==> src/hw/rtl/rdc_pkg.sv <==
`timescale 1ns / 1ps
// ----------------------------------------------------------------------------
// rdc_pkg
// Shared types and codes of the duty-cycling radio MAC controller.
// ----------------------------------------------------------------------------
package rdc_pkg;

  // item commands
  localparam logic [2:0] CMD_TICK    = 3'd0;
  localparam logic [2:0] CMD_SEND    = 3'd1;
  localparam logic [2:0] CMD_RX      = 3'd2;
  localparam logic [2:0] CMD_ENABLE  = 3'd3;
  localparam logic [2:0] CMD_DISABLE = 3'd4;

  // frame kinds
  localparam logic [1:0] KIND_ACK    = 2'd1;
  localparam logic [1:0] KIND_STREAM = 2'd2;

  // send status codes
  localparam logic [1:0] ST_OK        = 2'd0;
  localparam logic [1:0] ST_NOACK     = 2'd1;
  localparam logic [1:0] ST_COLLISION = 2'd2;
  localparam logic [1:0] ST_FATAL     = 2'd3;

  // receive cycle phases
  localparam logic [2:0] RX_WAIT   = 3'd0;
  localparam logic [2:0] RX_CHECK  = 3'd1;
  localparam logic [2:0] RX_SLEEP  = 3'd2;
  localparam logic [2:0] RX_LISTEN = 3'd3;

  // send phases
  localparam logic [2:0] TX_IDLE    = 3'd0;
  localparam logic [2:0] TX_CHECK   = 3'd1;
  localparam logic [2:0] TX_SLEEP   = 3'd2;
  localparam logic [2:0] TX_GAP     = 3'd3;
  localparam logic [2:0] TX_ACKWAIT = 3'd4;

  // register indexes
  localparam logic [2:0] REG_CYCLE    = 3'd0;
  localparam logic [2:0] REG_CHECK    = 3'd1;
  localparam logic [2:0] REG_SLEEP    = 3'd2;
  localparam logic [2:0] REG_LISTEN   = 3'd3;
  localparam logic [2:0] REG_GAP      = 3'd4;
  localparam logic [2:0] REG_ACKWAIT  = 3'd5;
  localparam logic [2:0] REG_STROBE   = 3'd6;
  localparam logic [2:0] REG_STREAM   = 3'd7;

  // silence and listen limits
  localparam logic [7:0] SILENT_MAX = 8'd5;
  localparam logic [7:0] LISTEN_MAX = 8'd10;

  typedef struct packed {
    logic [2:0] command;
    logic       chan_clear;
    logic       rx_active;
    logic       rx_pending;
    logic       ack_full;
    logic [6:0] frame_len;
    logic       to_broadcast;
    logic [1:0] frame_kind;
    logic       header_ok;
    logic       keep_on;
  } item_t;

  typedef struct packed {
    logic        radio_power;
    logic        strobe_pulse;
    logic        ack_read_pulse;
    logic        send_done;
    logic [1:0]  send_status;
    logic [6:0]  tx_length;
    logic [15:0] missed_count;
    logic        stream_mode;
  } result_t;

endpackage

==> src/hw/rtl/rdc_item_if.sv <==
`timescale 1ns / 1ps
// ----------------------------------------------------------------------------
// rdc_item_if
// Valid/ready channel carrying one input item.
// ----------------------------------------------------------------------------
interface rdc_item_if import rdc_pkg::*; ();
  logic  valid;
  logic  ready;
  item_t data;
  modport source (output valid, output data, input ready);
  modport sink (input valid, input data, output ready);
endinterface

==> src/hw/rtl/rdc_result_if.sv <==
`timescale 1ns / 1ps
// ----------------------------------------------------------------------------
// rdc_result_if
// Valid/ready channel carrying one result item.
// ----------------------------------------------------------------------------
interface rdc_result_if import rdc_pkg::*; ();
  logic    valid;
  logic    ready;
  result_t data;
  modport source (output valid, output data, input ready);
  modport sink (input valid, input data, output ready);
endinterface

==> src/hw/rtl/radio_duty_cycle_mac_controller_top.sv <==
`timescale 1ns / 1ps
// ----------------------------------------------------------------------------
// radio_duty_cycle_mac_controller_top
// Low-power listening MAC controller: receive cycle and strobed send.
// ----------------------------------------------------------------------------
// Each transfer on in_i is one timer tick or event; the controller updates its
// state in the same cycle and presents one result through a single output
// register. One item per clock is sustained whenever the result side takes
// results; the output register is freed and refilled in the same cycle. Set
// timer registers over the APB port only while the block is idle; unenforced.
module radio_duty_cycle_mac_controller_top import rdc_pkg::*; #(
  parameter int CHECKS_PER_CYCLE = 2,
  parameter int MIN_FRAME        = 18,
  parameter int TIMER_BITS       = 16
) (
  input  logic         clk_i,
  input  logic         rst_ni,
  rdc_item_if.sink     in_i,
  rdc_result_if.source out_o,
  input  logic         psel,
  input  logic         penable,
  input  logic         pwrite,
  input  logic [4:0]   paddr,
  input  logic [31:0]  pwdata,
  output logic [31:0]  prdata,
  output logic         pready
);

  localparam int TB = TIMER_BITS;
  localparam logic [6:0] MinFrame = 7'(MIN_FRAME);
  localparam logic [1:0] NChecks  = 2'(CHECKS_PER_CYCLE);

  // configuration registers
  logic [15:0] cycle_q, listen_q, strobe_q, stream_q;
  logic [7:0]  check_q, sleep_q, gap_q, ackw_q;
  logic [2:0]  reg_idx;
  logic        cfg_wr;

  assign pready  = 1'b1;
  assign reg_idx = paddr[4:2];
  assign cfg_wr  = psel && penable && pwrite;

  always_ff @(posedge clk_i or negedge rst_ni) begin
    if (!rst_ni) begin
      cycle_q <= 16'd4096; check_q <= 8'd4; sleep_q <= 8'd20; listen_q <= 16'd327;
      gap_q <= 8'd13; ackw_q <= 8'd21; strobe_q <= 16'd4480; stream_q <= 16'd32768;
    end else if (cfg_wr) begin
      case (reg_idx)
        REG_CYCLE:   cycle_q  <= pwdata[15:0];
        REG_CHECK:   check_q  <= pwdata[7:0];
        REG_SLEEP:   sleep_q  <= pwdata[7:0];
        REG_LISTEN:  listen_q <= pwdata[15:0];
        REG_GAP:     gap_q    <= pwdata[7:0];
        REG_ACKWAIT: ackw_q   <= pwdata[7:0];
        REG_STROBE:  strobe_q <= pwdata[15:0];
        REG_STREAM:  stream_q <= pwdata[15:0];
        default: ;
      endcase
    end
  end

  always_comb begin
    case (reg_idx)
      REG_CYCLE:   prdata = {16'd0, cycle_q};
      REG_CHECK:   prdata = {24'd0, check_q};
      REG_SLEEP:   prdata = {24'd0, sleep_q};
      REG_LISTEN:  prdata = {16'd0, listen_q};
      REG_GAP:     prdata = {24'd0, gap_q};
      REG_ACKWAIT: prdata = {24'd0, ackw_q};
      REG_STROBE:  prdata = {16'd0, strobe_q};
      REG_STREAM:  prdata = {16'd0, stream_q};
      default:     prdata = 32'd0;
    endcase
  end

  // controller state
  logic          en_q, radio_q, sending_q, stream_q_f, ind_q, bcast_q;
  logic [TB-1:0] sdl_q, now_q, cmark_q, wmark_q, lmark_q, tstart_q, tmark_q;
  logic [2:0]    rxph_q, txph_q;
  logic [1:0]    cidx_q, tchk_q;
  logic [7:0]    silent_q, lchk_q;
  logic [15:0]   missed_q;
  logic [6:0]    txlen_q;

  logic          en_d, radio_d, sending_d, stream_d, ind_d, bcast_d;
  logic [TB-1:0] sdl_d, now_d, cmark_d, wmark_d, lmark_d, tstart_d, tmark_d;
  logic [2:0]    rxph_d, txph_d;
  logic [1:0]    cidx_d, tchk_d;
  logic [7:0]    silent_d, lchk_d;
  logic [15:0]   missed_d;
  logic [6:0]    txlen_d;

  result_t res_d, res_q;
  logic    res_v_q;
  logic    take;

  assign in_i.ready  = !res_v_q || out_o.ready;
  assign take        = in_i.valid && in_i.ready;
  assign out_o.valid = res_v_q;
  assign out_o.data  = res_q;

  function automatic logic bef(input logic [TB-1:0] a, input logic [TB-1:0] b);
    logic [TB-1:0] d;
    d = a - b;
    return d[TB-1];
  endfunction

  // one item, evaluated in program order of the state update
  always_comb begin
    item_t         it;
    logic          st, ack, dn, lok, lgo, stop;
    logic [1:0]    sts;
    logic [TB-1:0] el;
    logic [7:0]    sil;
    it = in_i.data;
    st = 1'b0; ack = 1'b0; dn = 1'b0; sts = ST_OK;
    lok = 1'b0; lgo = 1'b0; stop = 1'b0; el = '0; sil = '0;
    en_d = en_q; radio_d = radio_q; sending_d = sending_q; stream_d = stream_q_f;
    ind_d = ind_q; bcast_d = bcast_q; sdl_d = sdl_q; now_d = now_q;
    cmark_d = cmark_q; wmark_d = wmark_q; lmark_d = lmark_q; tstart_d = tstart_q;
    tmark_d = tmark_q; rxph_d = rxph_q; txph_d = txph_q; cidx_d = cidx_q;
    tchk_d = tchk_q; silent_d = silent_q; lchk_d = lchk_q; missed_d = missed_q;
    txlen_d = txlen_q;
    case (it.command)
      CMD_TICK: begin
        now_d = now_q + 1'b1;
        // receive cycle
        if (en_q && !bef(now_d, wmark_q)) begin
          if (stream_d && !bef(now_d, sdl_q)) stream_d = 1'b0;
          case (rxph_q)
            RX_WAIT: begin
              cmark_d = now_d;
              if (sending_q) begin
                wmark_d = now_d; rxph_d = RX_WAIT;
              end else begin
                cidx_d = 2'd0; radio_d = 1'b1;
                wmark_d = now_d + TB'(check_q); rxph_d = RX_CHECK;
              end
            end
            RX_CHECK: begin
              if (!it.chan_clear) begin
                ind_d = 1'b1; lmark_d = now_d; silent_d = '0; lchk_d = '0;
                lgo = 1'b1;
              end else begin
                if (!sending_q && radio_d && !stream_d) radio_d = 1'b0;
                wmark_d = now_d + TB'(sleep_q); rxph_d = RX_SLEEP;
              end
            end
            RX_SLEEP: begin
              cidx_d = cidx_q + 1'b1;
              if (cidx_d < NChecks) begin
                if (!sending_q) radio_d = 1'b1;
                wmark_d = now_d + TB'(check_q); rxph_d = RX_CHECK;
              end else stop = 1'b1;
            end
            RX_LISTEN: lgo = 1'b1;
            default: begin
              rxph_d = RX_WAIT; wmark_d = now_d;
            end
          endcase
          // listen step
          if (lgo) begin
            if (!sending_q && radio_d &&
                bef(now_d, lmark_d + TB'(listen_q))) begin
              sil = it.chan_clear ? ((silent_d != 8'hFF) ? silent_d + 8'd1 : 8'hFF) : '0;
              if (it.rx_active) sil = '0;
              silent_d = sil;
              if (lchk_d != 8'hFF) lchk_d = lchk_d + 8'd1;
              lok = 1'b1;
              if (sil > SILENT_MAX) begin
                lok = 1'b0;
                if (!stream_d) radio_d = 1'b0;
              end else if (lchk_d > LISTEN_MAX && !(it.rx_active || it.rx_pending)) begin
                lok = 1'b0;
                if (!stream_d) radio_d = 1'b0;
              end else if (it.rx_pending) lok = 1'b0;
            end
            if (lok) begin
              wmark_d = now_d + TB'(check_q) + TB'(sleep_q); rxph_d = RX_LISTEN;
            end else begin
              if (radio_d && !(it.rx_active && it.rx_pending) && !sending_q &&
                  !stream_d) radio_d = 1'b0;
              stop = 1'b1;
            end
          end
          if (stop) begin
            if (ind_d) begin
              missed_d = missed_q + 16'd1; ind_d = 1'b0;
            end
          end
          if (stop || (rxph_q == RX_WAIT && sending_q)) begin
            el = now_d - cmark_d;
            wmark_d = ({{(TB > 16 ? TB-16 : 0){1'b0}}, cycle_q} > el)
                      ? cmark_d + TB'(cycle_q) : now_d;
            rxph_d = RX_WAIT;
          end
        end
        // send machine
        if (txph_q != TX_IDLE && !bef(now_d, tmark_q)) begin
          case (txph_q)
            TX_CHECK: begin
              if (en_d && radio_d && !stream_d) radio_d = 1'b0;
              if (!it.chan_clear) begin
                dn = 1'b1; sts = ST_COLLISION;
              end else begin
                tmark_d = now_d + TB'(sleep_q); txph_d = TX_SLEEP;
              end
            end
            TX_SLEEP: begin
              tchk_d = tchk_q + 1'b1;
              if (tchk_d < NChecks) begin
                if (en_d) radio_d = 1'b1;
                tmark_d = now_d + TB'(check_q); txph_d = TX_CHECK;
              end else begin
                tstart_d = now_d; st = 1'b1;
              end
            end
            TX_GAP: begin
              if (!bcast_q && (it.rx_active || it.rx_pending || !it.chan_clear)) begin
                tmark_d = now_d + TB'(ackw_q); txph_d = TX_ACKWAIT;
              end else st = 1'b1;
            end
            TX_ACKWAIT: begin
              ack = 1'b1; ind_d = 1'b0; dn = 1'b1;
              sts = it.ack_full ? ST_OK : ST_COLLISION;
            end
            default: begin
              dn = 1'b1; sts = ST_FATAL;
            end
          endcase
        end
      end
      CMD_SEND: begin
        if (txph_q != TX_IDLE || it.frame_len == 7'd0) begin
          dn = 1'b1; sts = ST_FATAL;
        end else begin
          txlen_d = (it.frame_len < MinFrame) ? MinFrame : it.frame_len;
          if (!it.header_ok) begin
            dn = 1'b1; sts = ST_FATAL;
          end else begin
            bcast_d = it.to_broadcast;
            if (it.frame_kind == KIND_STREAM) begin
              stream_d = 1'b1; sdl_d = now_q + TB'(stream_q);
            end
            if (it.rx_active || it.rx_pending) begin
              dn = 1'b1; sts = ST_COLLISION;
            end else begin
              sending_d = 1'b1;
              if (en_q && radio_d && !stream_d) radio_d = 1'b0;
              if (it.frame_kind != KIND_ACK && !stream_d) begin
                tchk_d = 2'd0;
                if (en_q) radio_d = 1'b1;
                tmark_d = now_q + TB'(check_q); txph_d = TX_CHECK;
              end else begin
                tstart_d = now_q; st = 1'b1;
              end
            end
          end
        end
      end
      CMD_RX: begin
        if (en_q && !stream_q_f) radio_d = 1'b0;
        ind_d = 1'b0;
      end
      CMD_ENABLE: begin
        en_d = 1'b1; wmark_d = now_q + TB'(cycle_q);
      end
      CMD_DISABLE: begin
        en_d = 1'b0; radio_d = it.keep_on;
      end
      default: ;
    endcase
    // strobe attempt, or strobe timeout
    if (st) begin
      if (bef(now_d, tstart_d + TB'(strobe_q))) begin
        if (!bcast_d && en_d) radio_d = 1'b1;
        tmark_d = now_d + TB'(gap_q); txph_d = TX_GAP;
      end else begin
        st = 1'b0; dn = 1'b1; sts = bcast_d ? ST_OK : ST_NOACK;
      end
    end
    // send completion; a request refused while busy leaves the running send alone
    if (dn && (it.command == CMD_TICK ||
               (it.command == CMD_SEND && sending_d && !sending_q))) begin
      if (en_d && radio_d && !stream_d) radio_d = 1'b0;
      sending_d = 1'b0; txph_d = TX_IDLE;
    end
    res_d.radio_power    = radio_d;
    res_d.strobe_pulse   = st;
    res_d.ack_read_pulse = ack;
    res_d.send_done      = dn;
    res_d.send_status    = dn ? sts : ST_OK;
    res_d.tx_length      = txlen_d;
    res_d.missed_count   = missed_d;
    res_d.stream_mode    = stream_d;
  end

  always_ff @(posedge clk_i or negedge rst_ni) begin
    if (!rst_ni) begin
      en_q <= 1'b0; radio_q <= 1'b0; sending_q <= 1'b0; stream_q_f <= 1'b0;
      ind_q <= 1'b0; bcast_q <= 1'b0; sdl_q <= '0; now_q <= '0; cmark_q <= '0;
      wmark_q <= '0; lmark_q <= '0; tstart_q <= '0; tmark_q <= '0;
      rxph_q <= RX_WAIT; txph_q <= TX_IDLE; cidx_q <= '0; tchk_q <= '0;
      silent_q <= '0; lchk_q <= '0; missed_q <= '0; txlen_q <= '0;
      res_v_q <= 1'b0;
    end else begin
      if (take) begin
        en_q <= en_d; radio_q <= radio_d; sending_q <= sending_d;
        stream_q_f <= stream_d; ind_q <= ind_d; bcast_q <= bcast_d; sdl_q <= sdl_d;
        now_q <= now_d; cmark_q <= cmark_d; wmark_q <= wmark_d; lmark_q <= lmark_d;
        tstart_q <= tstart_d; tmark_q <= tmark_d; rxph_q <= rxph_d; txph_q <= txph_d;
        cidx_q <= cidx_d; tchk_q <= tchk_d; silent_q <= silent_d; lchk_q <= lchk_d;
        missed_q <= missed_d; txlen_q <= txlen_d;
      end
      if (take) res_v_q <= 1'b1;
      else if (out_o.ready) res_v_q <= 1'b0;
    end
  end

  // result payload
  always_ff @(posedge clk_i) begin
    if (take) res_q <= res_d;
  end

`ifndef SYNTH
  // a finished result is never dropped by a stall
  a_hold: assert property (@(posedge clk_i) disable iff (!rst_ni)
    out_o.valid && !out_o.ready |=> out_o.valid) else $error("result lost");
  // status is zero unless a send finished
  a_status: assert property (@(posedge clk_i) disable iff (!rst_ni)
    out_o.valid && !out_o.data.send_done |-> out_o.data.send_status == ST_OK)
    else $error("status without done");
  // an idle send machine is never marked as sending
  a_idle: assert property (@(posedge clk_i) disable iff (!rst_ni)
    txph_q == TX_IDLE |-> !sending_q) else $error("send state");
`endif

endmodule
==> src/flat_wrapper.sv <==
// flat-port wrapper written by rule: the top's interface ports become plain ports
module radio_duty_cycle_mac_controller_top_flat import rdc_pkg::*;
#(
  parameter int CHECKS_PER_CYCLE = 2,
  parameter int MIN_FRAME        = 18,
  parameter int TIMER_BITS       = 16
)
  (clk_i, rst_ni, psel, penable, pwrite, paddr, pwdata, prdata, pready, in_i_valid, in_i_data, in_i_ready, out_o_valid, out_o_data, out_o_ready);
  rdc_item_if in_i_i ();
  rdc_result_if out_o_i ();
  input  logic clk_i;
  input  logic rst_ni;
  input  logic psel;
  input  logic penable;
  input  logic pwrite;
  input  logic [4:0] paddr;
  input  logic [31:0] pwdata;
  output logic [31:0] prdata;
  output logic pready;
  input wire logic [$bits(in_i_i.valid)-1:0] in_i_valid;
  input wire logic [$bits(in_i_i.data)-1:0] in_i_data;
  output wire logic [$bits(in_i_i.ready)-1:0] in_i_ready;
  output wire logic [$bits(out_o_i.valid)-1:0] out_o_valid;
  output wire logic [$bits(out_o_i.data)-1:0] out_o_data;
  input wire logic [$bits(out_o_i.ready)-1:0] out_o_ready;
  assign in_i_i.valid = in_i_valid;
  assign in_i_i.data = in_i_data;
  assign in_i_ready = in_i_i.ready;
  assign out_o_valid = out_o_i.valid;
  assign out_o_data = out_o_i.data;
  assign out_o_i.ready = out_o_ready;
  radio_duty_cycle_mac_controller_top #(.CHECKS_PER_CYCLE(CHECKS_PER_CYCLE), .MIN_FRAME(MIN_FRAME), .TIMER_BITS(TIMER_BITS)) u_core (.clk_i(clk_i), .rst_ni(rst_ni), .in_i(in_i_i), .out_o(out_o_i), .psel(psel), .penable(penable), .pwrite(pwrite), .paddr(paddr), .pwdata(pwdata), .prdata(prdata), .pready(pready));
endmodule
==> config.mk <==
export PLATFORM = sky130hd
export DESIGN_NAME = radio_duty_cycle_mac_controller_top_flat
export DESIGN_NICKNAME = d
export VERILOG_FILES = /design/src/hw/rtl/rdc_pkg.sv /design/src/hw/rtl/rdc_item_if.sv /design/src/hw/rtl/rdc_result_if.sv /design/src/hw/rtl/radio_duty_cycle_mac_controller_top.sv /design/src/flat_wrapper.sv
export SDC_FILE = /design/constraint.sdc
export NUM_CORES = 1
export LEC_CHECK = 0
export ABC_AREA = 1
export BUFFER_PORTS_ARGS = -buffer_cell sky130_fd_sc_hd__buf_4
export CORE_ASPECT_RATIO = 2
export CORE_MARGIN = 3
export CORE_UTILIZATION = 55
export DETAILED_ROUTE_END_ITERATION = 8
export PLACE_DENSITY_LB_ADDON = 0.08
export SLEW_MARGIN = 10
export SYNTH_ARGS = -nofsm -noshare
export SYNTH_HDL_FRONTEND = slang
export SYNTH_SLANG_ARGS = --single-unit
==> constraint.sdc <==
create_clock -name clk_i -period 14.1 [get_ports clk_i]
set_input_delay 1.41 -clock clk_i [delete_from_list [all_inputs] [get_ports clk_i]]
set_output_delay 1.41 -clock clk_i [all_outputs]
set_load 0.02 [all_outputs]
**Yosys cells after proc, flatten, opt, wreduce, memory -nomap -nowiden**

Cells that the tools add are included.

- ROM bits: 0
- Bits in registers: 294
- RAM bits: 0
- Memories: 0
- Bits in latches: 0

- Bitwise operators: 1
- Order comparisons: 6
- Div/mod/pow operators: 0
- Multiplexer cells: 215
- Reduce and logical (&&, ||, !) cells: 76
- Shifts and indexed selects: 0
- Eq/ne operators: 30
- Add/sub/neg operators: 23
- Multiply operators: 0

Operators with widths:

| cell | number |
|---|---|
| $mux W16 | 37 |
| $pmux W32 S8 | 1 |
| $mux W8 | 24 |
| $add A16 B8 Y16 | 6 |
| $mux W1 | 96 |
| $pmux W16 S2 | 3 |
| $sub A16 B16 Y16 | 6 |
| $add A16 B16 Y16 | 5 |
| $pmux W16 S4 | 1 |
| $mux W3 | 16 |
| $pmux W16 S3 | 1 |
| $add A16 B1 Y16 const B | 2 |
| $mux W2 | 15 |
| $logic_and A1 B1 Y1 | 29 |
| $eq A3 B2 Y1 const B | 8 |
| $mux W7 | 3 |
| $reduce_and A2 Y1 | 10 |
| $eq A3 B3 Y1 const B | 6 |
| $pmux W1 S2 | 9 |
| $add A8 B1 Y8 const B | 2 |
| $gt A16 B16 Y1 | 1 |
| $ne A8 B8 Y1 const B | 2 |
| $logic_not A1 Y1 | 15 |
| $eq A3 B1 Y1 const B | 4 |
| 25 further kinds | 49 |

**Depth between registers and ports, before layout**

- Word-level depth: 49
- Gate-level depth with buffers: 43
- Gate-level depth less buffers: 42

**Worst setup path after synthesis**

OpenSTA, ideal clock, no wires.

- Path kind: reg2reg
- Start: register u_core.now_q[0]
- End: register u_core.res_q (netlist bit u_core.out_o.data[29]), data pin
- Cell stages (with the launch flop): 38
- Slack: 8.272 ns
- Required time: 13.845 ns
- Buffers on the path: 2
- Arrival: 5.574 ns
- Setup time: 0.255 ns
- Cells stage by stage: dfrtp_1 buf_4 inv_4 nor2_4 nand2_4 clkinv_4 nand2_1 nor2_1 xor2_1 ha_1 nand2_1 o21ai_0 a21oi_1 nand2_1 xnor2_2 nand2_2 nor2_1 inv_1 (+2 left out) o21ai_0 o221ai_1 inv_1 fa_1 ha_1 nand2_1 o21ai_0 a31oi_1 o21ai_0 nand2_1 o2111ai_1 xor2_1 inv_1 nand2_1 nand2_1 o21bai_2 nand3_1 and2_1

RTL lines:

| what | RTL line | RTL |
|---|---|---|
| from (decl) | radio_duty_cycle_mac_controller_top.sv:78 | `logic [TB-1:0] sdl_q, now_q, cmark_q, wmark_q, lmark_q, tstart_q, tmark_q;` |
| from (signal assigned) | radio_duty_cycle_mac_controller_top.sv:310 | `now_q <= now_d; cmark_q <= cmark_d; wmark_q <= wmark_d; lmark_q <= lmark_d;` |
| to (signal assigned) | radio_duty_cycle_mac_controller_top.sv:322 | `if (take) res_q <= res_d;` |
| to (decl) | radio_duty_cycle_mac_controller_top.sv:93 | `result_t res_d, res_q;` |

**Final worst setup path**

- Start: register u_core.now_q[9]
- End: register u_core.res_q (netlist bit u_core.out_o.data[29]), data pin

- Word-level cells in the longest chain between the ends: 42
- Elaborated cells between the ends (all ways): 85
- Classes of those cells: add/sub: 8; mux: 57; reduce/logical: 20

RTL lines:

| what | RTL line | RTL |
|---|---|---|
| $add A16 B1 Y16 | radio_duty_cycle_mac_controller_top.sv:126 | `now_d = now_q + 1'b1;` |
| $sub A16 B16 Y16 | radio_duty_cycle_mac_controller_top.sv:104 | `d = a - b;` |
| $logic_not A1 Y1 | radio_duty_cycle_mac_controller_top.sv:129 | `if (stream_d && !bef(now_d, sdl_q)) stream_d = 1'b0;` |
| $logic_and A1 B1 Y1 | radio_duty_cycle_mac_controller_top.sv:129 |  |
| $mux W1 | radio_duty_cycle_mac_controller_top.sv:129 |  |
| $mux W1 | radio_duty_cycle_mac_controller_top.sv:128 | `if (en_q && !bef(now_d, wmark_q)) begin` |
| $mux W1 | radio_duty_cycle_mac_controller_top.sv:124 | `case (it.command)` |
| $logic_not A1 Y1 | radio_duty_cycle_mac_controller_top.sv:145, radio_duty_cycle_mac_controller_top.sv:182 |  |
| (+26 left out) | n/a |  |
| $pmux W1 S4 | radio_duty_cycle_mac_controller_top.sv:124 |  |
| $mux W1 | radio_duty_cycle_mac_controller_top.sv:276 | `if (!bcast_d && en_d) radio_d = 1'b1;` |
| $mux W1 | radio_duty_cycle_mac_controller_top.sv:275 | `if (bef(now_d, tstart_d + TB'(strobe_q))) begin` |
| $mux W1 | radio_duty_cycle_mac_controller_top.sv:274 | `if (st) begin` |
| $logic_and A1 B1 Y1 (2 in a row) | radio_duty_cycle_mac_controller_top.sv:285 | `if (en_d && radio_d && !stream_d) radio_d = 1'b0;` |
| $mux W1 | radio_duty_cycle_mac_controller_top.sv:285 |  |
| $mux W1 * | radio_duty_cycle_mac_controller_top.sv:283 | `if (dn && (it.command == CMD_TICK \|\|` |
| named net u_core.radio_d | radio_duty_cycle_mac_controller_top.sv:85 | `logic en_d, radio_d, sending_d, stream_d, ind_d, bcast_d;` |

The timed path passes the listed nets; every way through them passes the cells marked *. The select of a mux whose other input is x is not followed.
A chain may end at the register's enable or synchronous reset.

==> reports/metrics.yaml <==
cts:
  clock_sinks: 294
  cts_max_level: 1
  post_cts_resized: 0
  post_cts_buffers: 0
  clk-insertion-delay-late_ns: 0.62
  cts_max_path_buffers: 3
  cts_buffers: 30
  cts_tree: "done"
  hold_buffers: 0
  clk_pin_slew_ns: 0.07
  root_buffer: "clkbuf_16"
setup_path:
  rrSetupSlack_ns: 5.82
  cp_common_cell: "nand2_1"
  crit_path_max_incr_delay_ns: 0.73
  slowest_stage: "dfrtp_1"
  r2r_start: "u_core.now_q[9]"
  r2r-end: "u_core.out_o.data[29]"
  required_ns: 14.47
  arrival_ns: 8.65
  worst_setup_path_start_kind: "flop"
  rr_worst_depth: 39
  critPathKind: "reg -> reg"
  endpoint_kind: "flop"
  cp_max_fo: 30
die:
  die_h_um: 306
  placementRows: 109
  start_util_pct: 55.8
  core_um2: 44500
  die_w_um: 156
  ios: 128
  dieArea_um2: 47900
placed_design:
  placed_area_um2: 26000
  io_buffers: 92
  place_congestion: 1.10
  dp_hpwl_um: 78200
synth:
  synth_warnings: 0
  synth_cell_types: 65
  synth_edf_count: 30
  synthAdderAreaFrac_pct: 13.1
  synth_area_leaders: "dfrtp_1 (25%), nand2_1 (12%), ha_1 (10%), o21ai_0 (8.3%), inv_1 (6.6%)"
  syn_area_per_cell_um2: 7.27
  async_reset_ff_share_pct: 89.8
  synth_top_area_share_pct: 24.7
  synth-compound-area-share_pct: 21.6
  synthXorXnorAreaFrac_pct: 4.31
  ys_ff_latch: 294
  synthCells: 3415
  netlist_area_um2: 24800
  yosysSeqAreaShare_pct: 30.3
  synth_top_family_by_area: "compound AO/OA/AOI/OAI gates"
  synth-simple-area-share_pct: 21.1
  synth_mux_area_share_pct: 0.121
  ys.flop_type: "dfrtp_1"
  synth_largest_area_cell: "dfrtp_1"
global_route:
  grt_first_pass_wirelength_um: 156000
  overflow: 0
  grt_antenna_before_repair: 8
  grt_pass1_vias: 25300
  track_usage_pct: 43.9
  grt_max_degree: 77
sta:
  hold_viol_final: 0
  rsz0062_at_grt: "no"
  fmax_mhz: 121
  fin_setup_tns_ns: 0
  fin_crit_ns: 8.28
  holdWs_ns: 0.486
  slew_headroom_pct: 9.25
  final-max-slew-violation-count: 0
  worst_slew_pin_slew_ns: 1.35
  finalCritPeriodShare_pct: 58.8
  setup_viol: 0
  skew_ns: 0.0268
route:
  ant_nets: 0
  remaining_drc_errors: 0
  vias: 25900
  avgViaCountPerCell: 6.38
  dr.pass1.iters: 6
  wl_per_cell_um: 26.1
  drt_iter0_drc: 2458
  routed_wl_um: 106000
flow_run:
  maxCapViolations: 0
status:
  status: "finished clean"
finish:
  syn_to_final_growth_pct: 8.91
  layout-drive-gt1-share_pct: 8.03
  fin_area_um2: 27000
  final_util_pct: 60.8
  nNetsFinal: 3775
  fillers: 4176
power:
  worst_ir_drop_vdd_mv: 0.152
  total_power_mw: 5.36
  p_leak_nw: 12.9
  power_density_nw_per_um2: 198
min_path:
  min_path_cells: 2
  min_from: "u_core.wmark_q[11]"
  hold_path.class: "reg -> reg"
  min_to: "u_core.wmark_q[11]"
## metrics by stage
stage	setup WS [ns]	cells
after floorplan	8.27	3430
after global placement	6.29	3997
after detailed placement	6.12	3997
after CTS	6.10	4053
after global routing	5.39	4053
final	5.82	4055
## registers in the layout, summed over array words and instances (netlist names), 16 cells and up
| signal | cells |
|---|---|
| u_core.cmark_q | 16 |
| u_core.cycle_q | 16 |
| u_core.listen_q | 16 |
| u_core.lmark_q | 16 |
| u_core.missed_q | 16 |
| u_core.now_q | 16 |
| u_core.out_o.data | 30 |
| u_core.sdl_q | 16 |
| u_core.stream_q | 16 |
| u_core.strobe_q | 16 |
| u_core.tmark_q | 16 |
| u_core.tstart_q | 16 |
| u_core.wmark_q | 16 |
## per-layer routing
| layer | share of wire, % | vias up | global-route usage (%) |
|---|---|---|---|
| met2 | 46 | 1525 | 70.7 |
| met5 | 0.079 | - | 0 |
| met3 | 8.9 | 647 | 11.3 |
| met4 | 13 | 10 | 43.9 |
| li1 | - | 11600 | - |
| met1 | 32 | 12100 | 44.6 |
## worst max-delay path by stage
stage / slack [ns] / from / end
floorplan: 8.27 / u_core.now_q[0] / u_core.out_o.data[29]
global placement: 6.29 / u_core.now_q[9] / u_core.out_o.data[29]
detailed placement: 6.12 / u_core.now_q[9] / u_core.out_o.data[29]
CTS: 6.10 / u_core.now_q[9] / u_core.out_o.data[29]
global route: 5.39 / u_core.now_q[9] / u_core.out_o.data[29]
finish: 5.82 / u_core.now_q[9] / u_core.out_o.data[29]
## cell usage after synthesis, types with 18 or more instances
cell       instances
ha_1             202
a221oi_1          23
dfstp_2           19
o21ai_0          411
o211ai_1          60
xnor2_1           36
nand2_1          775
o21ai_1           29
fa_1              36
nand4_1           33
a22oi_1           19
xor2_1            77
nor2_1           186
o22ai_1           35
inv_1            434
dfrtp_1          245
edfxtp_1          30
buf_4             24
nor3_1            36
nand3_1          133
clkbuf_1          80
o2111ai_1         18
a21oi_1          265
o221ai_1          18
## kinds of logic (layout without fill, tap and decap cells)
group	after synthesis	in the layout
fa+ha+maj	238	238
simple gates	1233	1233
compound gates	945	945
other cells	2	19
xor+xnor	118	118
mux	3	3
buf+inv	582	650
flops	294	294
## worst max-delay path, delay by kind of cell (launching register included)
family / cells / cell delay (ns)
xor gates and xnor gates: 2 / 0.73
and+or+nand+nor: 15 / 2.13
AOI/OAI and AO/OA: 10 / 1.52
adders and majority gates: 3 / 1.15
buffers and inverters: 9 / 1.74
DFF: 1 / 0.73
## final cells by class
cell class | count | area, um2 | area share (%)
tap | 555 | 694 | 2.57
multi-input combinational | 2554 | 15000 | 55.6
inverter | 457 | 1730 | 6.39
clock buffer | 45 | 858 | 3.17
timing repair buffer | 137 | 1040 | 3.83
antenna | 2 | 5.00 | 0.0185
clock inverter | 11 | 153 | 0.565
sequential | 294 | 7530 | 27.9
## report_power, final
group | switching [mW] | total [mW] | internal, mW
sequential | 0.270 | 1.34 | 1.07
combinational | 2.12 | 3.16 | 1.05
clock | 0.387 | 0.864 | 0.477
## cell usage in the layout, fill, tap and decap left out, types with 23 or more instances in the layout
cell type	netlist	final
nand3_1	133	133
dfrtp_1	245	245
o21ai_1	29	30
fa_1	36	36
o22ai_1	35	35
nand2_1	775	774
clkbuf_16	0	31
nor2_1	186	185
ha_1	202	202
a221oi_1	23	23
nand4_1	33	33
a21oi_1	265	265
o211ai_1	60	60
o21ai_0	411	410
xnor2_1	36	36
nor3_1	36	35
inv_1	434	433
buf_4	24	136
edfxtp_1	30	30
xor2_1	77	77
Power figures use the tool's default switching activity.
